### src/hw/rtl/cse_pkg.sv
// Shared types, character codes and the byte classifier of the byte escaper.
package cse_pkg;

	localparam int unsigned QUEUE_DEPTH_DEF = 4;

	localparam logic [7:0] ASCII_BSLASH = 8'h5C;
	localparam logic [7:0] ASCII_ZERO   = 8'h30;
	localparam logic [7:0] ASCII_SPACE  = 8'h20;
	localparam logic [7:0] ASCII_TILDE  = 8'h7E;
	localparam logic [7:0] CTRL_BS      = 8'h08;
	localparam logic [7:0] CTRL_TAB     = 8'h09;
	localparam logic [7:0] CTRL_LF      = 8'h0A;
	localparam logic [7:0] CTRL_VT      = 8'h0B;
	localparam logic [7:0] CTRL_FF      = 8'h0C;
	localparam logic [7:0] CTRL_CR      = 8'h0D;
	localparam logic [7:0] LETTER_B     = 8'h62;
	localparam logic [7:0] LETTER_F     = 8'h66;
	localparam logic [7:0] LETTER_N     = 8'h6E;
	localparam logic [7:0] LETTER_R     = 8'h72;
	localparam logic [7:0] LETTER_T     = 8'h74;
	localparam logic [7:0] LETTER_V     = 8'h76;

	// Step index of a run: at most four characters per byte.
	localparam logic [1:0] STEP_FIRST  = 2'd0;
	localparam logic [1:0] STEP_LETTER = 2'd1;
	localparam logic [1:0] STEP_OCTAL  = 2'd3;

	typedef enum logic [1:0] {
		KIND_PLAIN,
		KIND_LETTER,
		KIND_OCTAL
	} kind_t;

	// One classified request: kind, the byte (or escape letter) and the string end mark.
	typedef struct packed {
		kind_t      kind;
		logic [7:0] chr;
		logic       last;
	} desc_t;

	function automatic desc_t classify(input logic [7:0] b, input logic last);
		desc_t d;
		d.last = last;
		d.kind = KIND_LETTER;
		d.chr  = b;
		case (b)
			ASCII_BSLASH: d.chr = ASCII_BSLASH;
			CTRL_BS:      d.chr = LETTER_B;
			CTRL_FF:      d.chr = LETTER_F;
			CTRL_LF:      d.chr = LETTER_N;
			CTRL_CR:      d.chr = LETTER_R;
			CTRL_TAB:     d.chr = LETTER_T;
			CTRL_VT:      d.chr = LETTER_V;
			default: begin
				if (b >= ASCII_SPACE && b <= ASCII_TILDE) begin
					d.kind = KIND_PLAIN;
				end else begin
					d.kind = KIND_OCTAL;
				end
			end
		endcase
		return d;
	endfunction

endpackage

### src/hw/rtl/cse_front.sv
// Front stage: accept input requests, classify each byte and register the descriptor.
module cse_front import cse_pkg::*; (
	input  logic       clk,
	input  logic       arst_n,
	input  logic       in_valid,
	output logic       in_ready,
	input  logic [7:0] in_byte,
	input  logic       in_last,
	output logic       push,
	output desc_t      push_desc,
	input  logic       q_full
);

	logic  valid_s1;
	desc_t desc_s1;

	assign in_ready  = !valid_s1 || !q_full;
	assign push      = valid_s1;
	assign push_desc = desc_s1;

	always_ff @(posedge clk or negedge arst_n) begin
		if (!arst_n) begin
			valid_s1 <= 1'b0;
		end else if (in_ready) begin
			valid_s1 <= in_valid;
		end
	end

	always_ff @(posedge clk) begin
		if (in_ready && in_valid) begin
			desc_s1 <= classify(in_byte, in_last);
		end
	end

endmodule

### src/hw/rtl/cse_queue.sv
// Short descriptor queue between the classifier and the character sequencer.
module cse_queue import cse_pkg::*; #(
	parameter int unsigned DEPTH = QUEUE_DEPTH_DEF
) (
	input  logic  clk,
	input  logic  arst_n,
	input  logic  push,
	input  desc_t push_desc,
	output logic  full,
	input  logic  pop,
	output logic  head_valid,
	output desc_t head_desc
);

	localparam int unsigned PtrW = (DEPTH > 1) ? $clog2(DEPTH) : 1;
	localparam int unsigned CntW = $clog2(DEPTH + 1);

	desc_t          mem_q [DEPTH];
	logic [PtrW-1:0] wr_ptr_q;
	logic [PtrW-1:0] rd_ptr_q;
	logic [CntW-1:0] count_q;
	logic           do_push;
	logic           do_pop;

	assign full       = (count_q == CntW'(DEPTH));
	assign head_valid = (count_q != '0);
	assign head_desc  = mem_q[rd_ptr_q];
	assign do_push    = push && !full;
	assign do_pop     = pop && head_valid;

	always_ff @(posedge clk or negedge arst_n) begin
		if (!arst_n) begin
			wr_ptr_q <= '0;
			rd_ptr_q <= '0;
			count_q  <= '0;
		end else begin
			if (do_push) begin
				wr_ptr_q <= (wr_ptr_q == PtrW'(DEPTH - 1)) ? '0 : wr_ptr_q + 1'b1;
			end
			if (do_pop) begin
				rd_ptr_q <= (rd_ptr_q == PtrW'(DEPTH - 1)) ? '0 : rd_ptr_q + 1'b1;
			end
			if (do_push && !do_pop) begin
				count_q <= count_q + 1'b1;
			end else if (do_pop && !do_push) begin
				count_q <= count_q - 1'b1;
			end
		end
	end

	always_ff @(posedge clk) begin
		if (do_push) begin
			mem_q[wr_ptr_q] <= push_desc;
		end
	end

endmodule

### src/hw/rtl/cse_back.sv
// Back stage: walk the head descriptor into the output register, one character per cycle while not stalled.
module cse_back import cse_pkg::*; (
	input  logic       clk,
	input  logic       arst_n,
	input  logic       head_valid,
	input  desc_t      head_desc,
	output logic       pop,
	input  logic       out_ready,
	output logic       out_valid,
	output logic [7:0] out_char,
	output logic       run_last,
	output logic       string_last
);

	logic [1:0] step_q;
	logic       out_valid_q;
	logic [7:0] out_char_q;
	logic       run_last_q;
	logic       string_last_q;
	logic       load;
	logic       final_step;
	logic [7:0] next_char;
	logic [2:0] digit;

	assign load = head_valid && (!out_valid_q || out_ready);

	always_comb begin
		case (head_desc.kind)
			KIND_PLAIN:  final_step = (step_q == STEP_FIRST);
			KIND_LETTER: final_step = (step_q == STEP_LETTER);
			default:     final_step = (step_q == STEP_OCTAL);
		endcase
	end

	always_comb begin
		case (step_q)
			2'd1:    digit = {1'b0, head_desc.chr[7:6]};
			2'd2:    digit = head_desc.chr[5:3];
			default: digit = head_desc.chr[2:0];
		endcase
	end

	always_comb begin
		if (step_q == STEP_FIRST) begin
			next_char = (head_desc.kind == KIND_PLAIN) ? head_desc.chr : ASCII_BSLASH;
		end else if (head_desc.kind == KIND_LETTER) begin
			next_char = head_desc.chr;
		end else begin
			next_char = ASCII_ZERO + {5'd0, digit};
		end
	end

	assign pop = load && final_step;

	always_ff @(posedge clk or negedge arst_n) begin
		if (!arst_n) begin
			step_q      <= STEP_FIRST;
			out_valid_q <= 1'b0;
		end else begin
			if (load) begin
				step_q <= final_step ? STEP_FIRST : step_q + 2'd1;
			end
			if (load) begin
				out_valid_q <= 1'b1;
			end else if (out_ready) begin
				out_valid_q <= 1'b0;
			end
		end
	end

	always_ff @(posedge clk) begin
		if (load) begin
			out_char_q    <= next_char;
			run_last_q    <= final_step;
			string_last_q <= final_step && head_desc.last;
		end
	end

	assign out_valid   = out_valid_q;
	assign out_char    = out_char_q;
	assign run_last    = run_last_q;
	assign string_last = string_last_q;

	// The string end mark only ever rides on the last character of a run.
	a_string_on_run_end: assert property (@(posedge clk) disable iff (!arst_n)
		out_valid_q && string_last_q |-> run_last_q)
		else $error("string_last without run_last");

	// Mid-run, the head descriptor must still be in the queue.
	a_head_held_mid_run: assert property (@(posedge clk) disable iff (!arst_n)
		step_q != STEP_FIRST |-> head_valid)
		else $error("run in progress with empty queue");

	// A non-final load advances the step by exactly one.
	a_step_advance: assert property (@(posedge clk) disable iff (!arst_n)
		load && !final_step |=> step_q == $past(step_q) + 2'd1)
		else $error("step did not advance");

	// A plain byte never starts a multi-character run.
	a_plain_single: assert property (@(posedge clk) disable iff (!arst_n)
		head_valid && head_desc.kind == KIND_PLAIN |-> step_q == STEP_FIRST)
		else $error("plain byte mid-run");

endmodule

### src/hw/rtl/c_style_byte_escaper_top.sv
// Top level of the C-style byte escaper: classifier, descriptor queue, character sequencer.
//
// Usage:
//   Input channel (in_valid/in_ready, in_byte, in_last) takes one raw byte per request;
//   in_last marks the final byte of a string. Output channel (out_valid/out_ready,
//   out_char, run_last, string_last) gives one escaped character per request.
//   Printable bytes (0x20..0x7E except backslash) give one character; backslash and
//   the control codes BS, TAB, LF, VT, FF, CR give a backslash and a letter; every
//   other byte gives a backslash and three octal digits, most significant first.
//   run_last marks the last character of each byte; string_last marks it as well
//   when that byte carried in_last.
// Timing:
//   The first character of a byte reaches the output once the byte has passed the
//   classifier register, then the queue, then the output register.
//   The sequencer emits one character per cycle while out_ready is high, so a stream of
//   printable bytes runs at one byte per cycle; a byte gives 1, 2 or 4 characters,
//   one after another from the single output character register.
//   The queue (QUEUE_DEPTH entries) lets the input keep accepting while a long
//   escape drains or while the receiver stalls; once it fills, in_ready drops.
// Reset:
//   arst_n clears the queue, the sequencer step and all valid flags at once; no
//   clearing pass is needed and a request may be offered right after reset.
module c_style_byte_escaper_top import cse_pkg::*; #(
	parameter int unsigned QUEUE_DEPTH = QUEUE_DEPTH_DEF
) (
	input  logic       clk,
	input  logic       arst_n,
	input  logic       in_valid,
	output logic       in_ready,
	input  logic [7:0] in_byte,
	input  logic       in_last,
	output logic       out_valid,
	input  logic       out_ready,
	output logic [7:0] out_char,
	output logic       run_last,
	output logic       string_last
);

	// Front to queue.
	logic  push;
	desc_t push_desc;
	logic  q_full;

	// Queue to back.
	logic  head_valid;
	desc_t head_desc;
	logic  pop;

	// Classify each accepted byte; hold when the queue is full.
	cse_front u_front (
		.clk       (clk),
		.arst_n    (arst_n),
		.in_valid  (in_valid),
		.in_ready  (in_ready),
		.in_byte   (in_byte),
		.in_last   (in_last),
		.push      (push),
		.push_desc (push_desc),
		.q_full    (q_full)
	);

	// Decouple classification from character output.
	cse_queue #(
		.DEPTH (QUEUE_DEPTH)
	) u_queue (
		.clk        (clk),
		.arst_n     (arst_n),
		.push       (push),
		.push_desc  (push_desc),
		.full       (q_full),
		.pop        (pop),
		.head_valid (head_valid),
		.head_desc  (head_desc)
	);

	// Advance through the head descriptor's characters; drop it after its last one.
	cse_back u_back (
		.clk         (clk),
		.arst_n      (arst_n),
		.head_valid  (head_valid),
		.head_desc   (head_desc),
		.pop         (pop),
		.out_ready   (out_ready),
		.out_valid   (out_valid),
		.out_char    (out_char),
		.run_last    (run_last),
		.string_last (string_last)
	);

endmodule
### config.mk
export PLATFORM = sky130hd
export DESIGN_NAME = c_style_byte_escaper_top
export DESIGN_NICKNAME = d
export VERILOG_FILES = /design/src/hw/rtl/cse_pkg.sv /design/src/hw/rtl/cse_front.sv /design/src/hw/rtl/cse_queue.sv /design/src/hw/rtl/cse_back.sv /design/src/hw/rtl/c_style_byte_escaper_top.sv
export SDC_FILE = /design/constraint.sdc
export NUM_CORES = 1
export LEC_CHECK = 0
export ABC_AREA = 1
export BUFFER_PORTS_ARGS = -buffer_cell sky130_fd_sc_hd__buf_2
export CORE_ASPECT_RATIO = 0.5
export CORE_MARGIN = 2
export CORE_UTILIZATION = 45
export CTS_BUF_LIST = sky130_fd_sc_hd__clkbuf_8 sky130_fd_sc_hd__clkbuf_16
export CTS_CLUSTER_SIZE = 24
export DETAILED_ROUTE_END_ITERATION = 12
export PLACE_DENSITY = 0.6
export SETUP_SLACK_MARGIN = 0.1
export SLEW_MARGIN = 20
export SYNTH_ARGS = -nofsm -noshare
export SYNTH_HDL_FRONTEND = slang
export SYNTH_SLANG_ARGS = --single-unit
### constraint.sdc
create_clock -name clk -period 4.4 [get_ports clk]
set_input_delay 0.88 -clock clk [delete_from_list [all_inputs] [get_ports clk]]
set_output_delay 0.88 -clock clk [all_outputs]
set_load 0.01 [all_outputs]
**Word-level counts from Yosys, hierarchy flattened**

Memory sizes are Yosys's and may differ from the RTL's.
Index checks and enable logic that the tools add are counted.

- Flip-flop bits (word level): 32
- Memory bits (writable): 44
- Logic and storage cells: 73
- Memories kept: 1

Memories:

| memory | depth | width | rd ports | clocked after Yosys merged registers in | write ports | line | source |
|---|---|---|---|---|---|---|---|
| u_queue.mem_q | 4 | 11 | 1 | 0 | 1 | cse_queue.sv:18 | `desc_t mem_q [DEPTH];` |

- $add $sub $neg: 6
- Magnitude comparators: 2
- Eq/ne operators: 14
- Mux-type cells: 16
- Reductions and logical operators: 22

Operators by type and width:

| kind | number |
|---|---|
| $pmux W8 S7 | 1 |
| $eq A8 B4 Y1 const B | 6 |
| $mux W8 | 3 |
| $logic_and A1 B1 Y1 | 9 |
| $eq A2 B2 Y1 const B | 4 |
| $eq A8 B7 Y1 const B | 1 |
| $ge A8 B6 Y1 const B | 1 |
| $le A8 B7 Y1 const B | 1 |
| $mux W2 | 4 |
| $add A6 B3 Y7 const A | 1 |
| $reduce_or A7 Y1 | 1 |
| $add A2 B1 Y2 const B | 3 |
| $mux W3 | 2 |
| $pmux W3 S2 | 1 |
| $logic_not A1 Y1 | 5 |
| $eq A2 B1 Y1 const B | 2 |
| $logic_not A2 Y1 | 2 |
| $mux W1 | 4 |
| $reduce_bool A2 Y1 | 2 |
| $add A3 B1 Y3 const B | 1 |
| $eq A3 B3 Y1 const B | 1 |
| $reduce_bool A3 Y1 | 1 |
| $sub A3 B1 Y3 const B | 1 |
| $logic_or A1 B1 Y1 | 2 |
| $pmux W1 S2 | 1 |

**Longest topological paths before layout**

- Word-level depth: 8
- Gate-level depth with buffers: 16
- Depth with buffers taken out: 14

**By module**

From an unflattened synthesis, not the netlist that was laid out.

- Cells, all modules: 343
- Area, all modules: 3579.7 sq um

Modules (own cells, without submodules):

| module | instances | cells an instance | area each (sq um) |
|---|---|---|---|
| cse_queue | 1 | 188 | 2222.1 |
| cse_back | 1 | 81 | 703.2 |
| cse_front | 1 | 74 | 654.4 |

**Worst setup path before layout**

No wires, ideal clock.

- Kind: input port to flip-flop
- Start: input out_ready
- End: register u_queue.count_q[2]
- Library setup time: 0.131 ns
- Data arrival time: 2.254 ns
- Path slack: 2.016 ns
- Stages on the path: 9
- Buffers on the path: 1
- Cells stage by stage: o21a_1 > buf_2 > nand2_4 > ha_1 > inv_1 > fa_1 > a21oi_1 > o21ai_0 > xor2_1

- Longest elaborated chain between the ends: 7
- Elaborated cells on any way between the ends: 9

Ends and longest elaborated chain:

| element | line | source |
|---|---|---|
| from (decl) | c_style_byte_escaper_top.sv:33 | `input logic out_ready,` |
| $logic_or A1 B1 Y1 * | cse_back.sv:25 | `assign load = head_valid && (!out_valid_q \|\| out_ready);` |
| $logic_and A1 B1 Y1 * | cse_back.sv:25 |  |
| via u_back.load | cse_back.sv:20 | `logic load;` |
| $logic_and A1 B1 Y1 * | cse_back.sv:53 | `assign pop = load && final_step;` |
| $logic_and A1 B1 Y1 * | cse_queue.sv:29 | `assign do_pop = pop && head_valid;` |
| $logic_not A1 Y1 | cse_queue.sv:43 | `if (do_push && !do_pop) begin` |
| $logic_and A1 B1 Y1 | cse_queue.sv:43 |  |
| $mux W3 or $reduce_bool A2 Y1 (tied branches) | - |  |
| to (signal assigned) | cse_queue.sv:44 | `count_q <= count_q + 1'b1;` |
| to (signal assigned) | cse_queue.sv:46 | `count_q <= count_q - 1'b1;` |
| to (decl) | cse_queue.sv:21 | `logic [CntW-1:0] count_q;` |

The timed path passes the listed nets; every way through them passes the cells marked *.
A chain may end at the register's enable or synchronous reset.

**Worst setup path in the final report**

- Start: register u_queue.rd_ptr_q[0]
- End: register u_queue.count_q[1]

- Longest elaborated chain between the ends: 8
- Elaborated cells on any way between the ends: 11

Ends and longest elaborated chain:

| element | line | source |
|---|---|---|
| from (decl) | cse_queue.sv:20 | `logic [PtrW-1:0] rd_ptr_q;` |
| from (signal assigned) | cse_queue.sv:41 | `rd_ptr_q <= (rd_ptr_q == PtrW'(DEPTH - 1)) ? '0 : rd_ptr_q + 1'b1;` |
| $mem_v2 Z4 W11 * | - |  |
| $eq A2 B1 Y1 or $logic_not A2 Y1 (tied branches) | cse_back.sv:28 | `case (head_desc.kind)` |
| $pmux W1 S2 * | cse_back.sv:28 |  |
| via u_back.final_step | cse_back.sv:21 | `logic final_step;` |
| $logic_and A1 B1 Y1 * | cse_back.sv:53 |  |
| $logic_and A1 B1 Y1 * | cse_queue.sv:29 |  |
| $logic_not A1 Y1 | cse_queue.sv:43 |  |
| $logic_and A1 B1 Y1 | cse_queue.sv:43 |  |
| $mux W3 or $reduce_bool A2 Y1 (tied branches) | - |  |

Marked as above.

==> flow_metrics.env <==
export IMPL_cpLargestDelayFamily="flip-flops"
export IMPL_rsz0062_at_grt="no"
export IMPL_skew_ps=6.37
export IMPL_dr_wl_met2_um=2730
export IMPL_synth_enable_flop_cells=65
export IMPL_wl_per_cell_um=14.6
export IMPL_maxCapViolations=0
export IMPL_clk_pin_slew_ps=60
export IMPL_clockRootBuffer="clkbuf_16"
export IMPL_synth_seq_area_share=0.650
export IMPL_crit_type="flip-flop to flip-flop"
export IMPL_synth_flop_cell="edfxtp_1"
export IMPL_async_flop_share=0.145
export IMPL_synth_area_um2=3430
export IMPL_outcome="complete, no violations"
export IMPL_drive_above_1_share=0.164
export IMPL_area_growth_pct=14.8
export IMPL_powerDensity_nw_per_um2=740
export IMPL_mostFrequentLayoutCells="nand2_1, edfxtp_1, nand3_1, inv_1, buf_2"
export IMPL_dp_hpwl_um=4450
export IMPL_yosysUniqueCellTypes=33
export IMPL_grt_usage=0.171
export IMPL_gp_congestion=0.832
export IMPL_die_area_um2=8370
export IMPL_syn_area_per_cell_um2=11.1
export IMPL_port_buffers=24
export IMPL_min_period_ps=2930
export IMPL_drt_pass1_iter_count=4
export IMPL_holdBufCountCts=0
export IMPL_regToRegEndpoint="u_queue.count_q[1]"
export IMPL_arrival_ps=3150
export IMPL_avgViaCountPerCell=5.05
export IMPL_dp_slack_ps=1460
export IMPL_rows=22
export IMPL_grt_pass1_vias=2047
export IMPL_cts_tree="yes"
export IMPL_clock_sinks=76
export IMPL_finalHoldViolCount=0
export IMPL_syn_instance_count=310
export IMPL_max_freq_mhz=342
export IMPL_cts_max_level=3
export IMPL_antenna_found_initial=0
export IMPL_reg2reg_from="u_queue.rd_ptr_q[0]"
export IMPL_max_stage_delay_ps=920
export IMPL_wl_met1_um=3260
export IMPL_finalWorstSetupSlack_ps=1470
export IMPL_route_met3_wl_um=325
export IMPL_grt_max_degree=27
export IMPL_synth_fp_nets=334
export IMPL_start_util=0.466
export IMPL_cp_startpoint="u_queue.rd_ptr_q[0]"
export IMPL_utilization=0.535
export IMPL_fin_area_um2=3930
export IMPL_setup_viol=0
export IMPL_cp_common_cell="nand2_1"
export IMPL_critPathRequiredTime_ps=4620
export IMPL_drt_total_wl_um=6400
export IMPL_num_io_pins=25
export IMPL_drc=0
export IMPL_ctsResizeCount=0
export IMPL_finalNetCount=360
export IMPL_ff2ff_setup_slack_ps=1470
export IMPL_cpMaxStageDelayCell="dfrtp_1"
export IMPL_crit_fanout=26
export IMPL_vias=2209
export IMPL_cts_setup_buffers=0
export IMPL_max_clock_path_buffers=2
export IMPL_crit_buf_inv=2
export IMPL_gr_total_overflow=0
export IMPL_vdd_ir_drop_max_v=0.000274
export IMPL_die_h_um=65.7
export IMPL_endpoint_kind="flip-flop"
export IMPL_hp_class="primary input to async pin"
export IMPL_p_leak_nw=1.65
export IMPL_rr_worst_depth=11
export IMPL_ys_warnings_count=0
export IMPL_start_kind="flip-flop"
export IMPL_clk_latency_ps=340
export IMPL_tightestPinTransition_ps=1090
export IMPL_fp_dieW_um=127
export IMPL_final_common_cell="nand2_1"
export IMPL_total_power_mw=2.91
export IMPL_fin_crit_sh=0.665
export IMPL_path_cells="inv_6 -> nand2_1 -> nand3_1 -> nand2_1 -> nand3_2 -> nand3_4 -> nand2_4 -> ha_1 -> inv_1 -> fa_1 -> mux2_2"
export IMPL_grt_pass1_wl_um=10400
export IMPL_dpl_cell_area_um2=3600
export IMPL_slew_violations=0
export IMPL_coreArea_um2=7350
export IMPL_ant_nets=0
export IMPL_relSlewSlack=0.267
export IMPL_cts_buffers=9
export IMPL_setup_tns_final_ps=0
export IMPL_drtIter0Drc=166
export IMPL_num_antenna_cells=0
export IMPL_top_layer="met4"
export IMPL_synth_seq_cells=76
## cell families after synthesis
family	Yosys count	synth area share
mux	1	0.00329
fa+ha+maj	11	0.0424
simple gates	150	0.199
buf+inv	42	0.0559
flops	76	0.650
xor+xnor	2	0.00511
compound gates	28	0.0445
## registers in the layout, indices dropped and copies added (netlist names), 2 cells and up
signal             flops
u_back.out_char        8
u_queue.rd_ptr_q       2
u_queue.count_q        3
u_front.push_desc     11
u_queue.wr_ptr_q       2
u_queue.mem_q         44
u_back.step_q          2
## final cells by class
type / count / area [um2]
multi-input combinational: 192 / 1010
clock buffer: 9 / 225
timing repair buffer: 24 / 120
inverter: 33 / 129
tap: 96 / 120
fill: 644 / 3420
sequential: 76 / 2230
clock inverter: 7 / 98.8
## routing by layer
| layer | vias up | global-route usage |
|---|---|---|
| met5 | - | 0 |
| met4 | 0 | 0.0495 |
| met3 | 8 | 0.0660 |
| met2 | 55 | 0.250 |
| met1 | 1034 | 0.237 |
| li1 | 1112 | - |
## worst max-delay path by stage
stage                         end  cells after the start
2_1_floorplan  u_queue.count_q[2]                      9
3_3_place_gp   u_queue.count_q[1]                     11
3_5_place_dp   u_queue.count_q[1]                     11
4_1_cts        u_queue.count_q[1]                     11
5_1_grt        u_queue.count_q[1]                     11
6_report       u_queue.count_q[1]                     11
## synthesized netlist by cell type (2+ instances only)
| cell type | instances | area share |
|---|---|---|
| o22ai_1 | 4 | 0.0073 |
| nand2_1 | 74 | 0.081 |
| nor3_1 | 2 | 0.0029 |
| inv_1 | 30 | 0.033 |
| o21ai_0 | 13 | 0.019 |
| ha_1 | 10 | 0.037 |
| edfxtp_1 | 65 | 0.57 |
| buf_2 | 5 | 0.0073 |
| o21a_1 | 2 | 0.0044 |
| nand3_2 | 2 | 0.0058 |
| dfrtp_1 | 11 | 0.080 |
| inv_2 | 2 | 0.0022 |
| nand2_2 | 6 | 0.011 |
| a21oi_1 | 4 | 0.0058 |
| nand4_1 | 3 | 0.0055 |
| nand3_1 | 37 | 0.054 |
| o21ai_1 | 4 | 0.0058 |
| nor4_1 | 2 | 0.0037 |
| nor2_1 | 20 | 0.022 |
## metrics by stage
| step | hold slack (ps) | instances |
|---|---|---|
| after floorplan | 459 | 310 |
| after global placement | 470 | 421 |
| after detailed placement | 482 | 421 |
| after CTS | 400 | 437 |
| after global routing | 411 | 437 |
| final | 399 | 437 |
## report_power, final
part	switching, mW	leakage (nW)	internal [mW]
combinational	0.618	0.745	0.319
clock	0.289	0.162	0.500
sequential	0.136	0.742	1.05
total	1.04	1.65	1.87
Note: power is estimated with default switching activity, not from simulation.
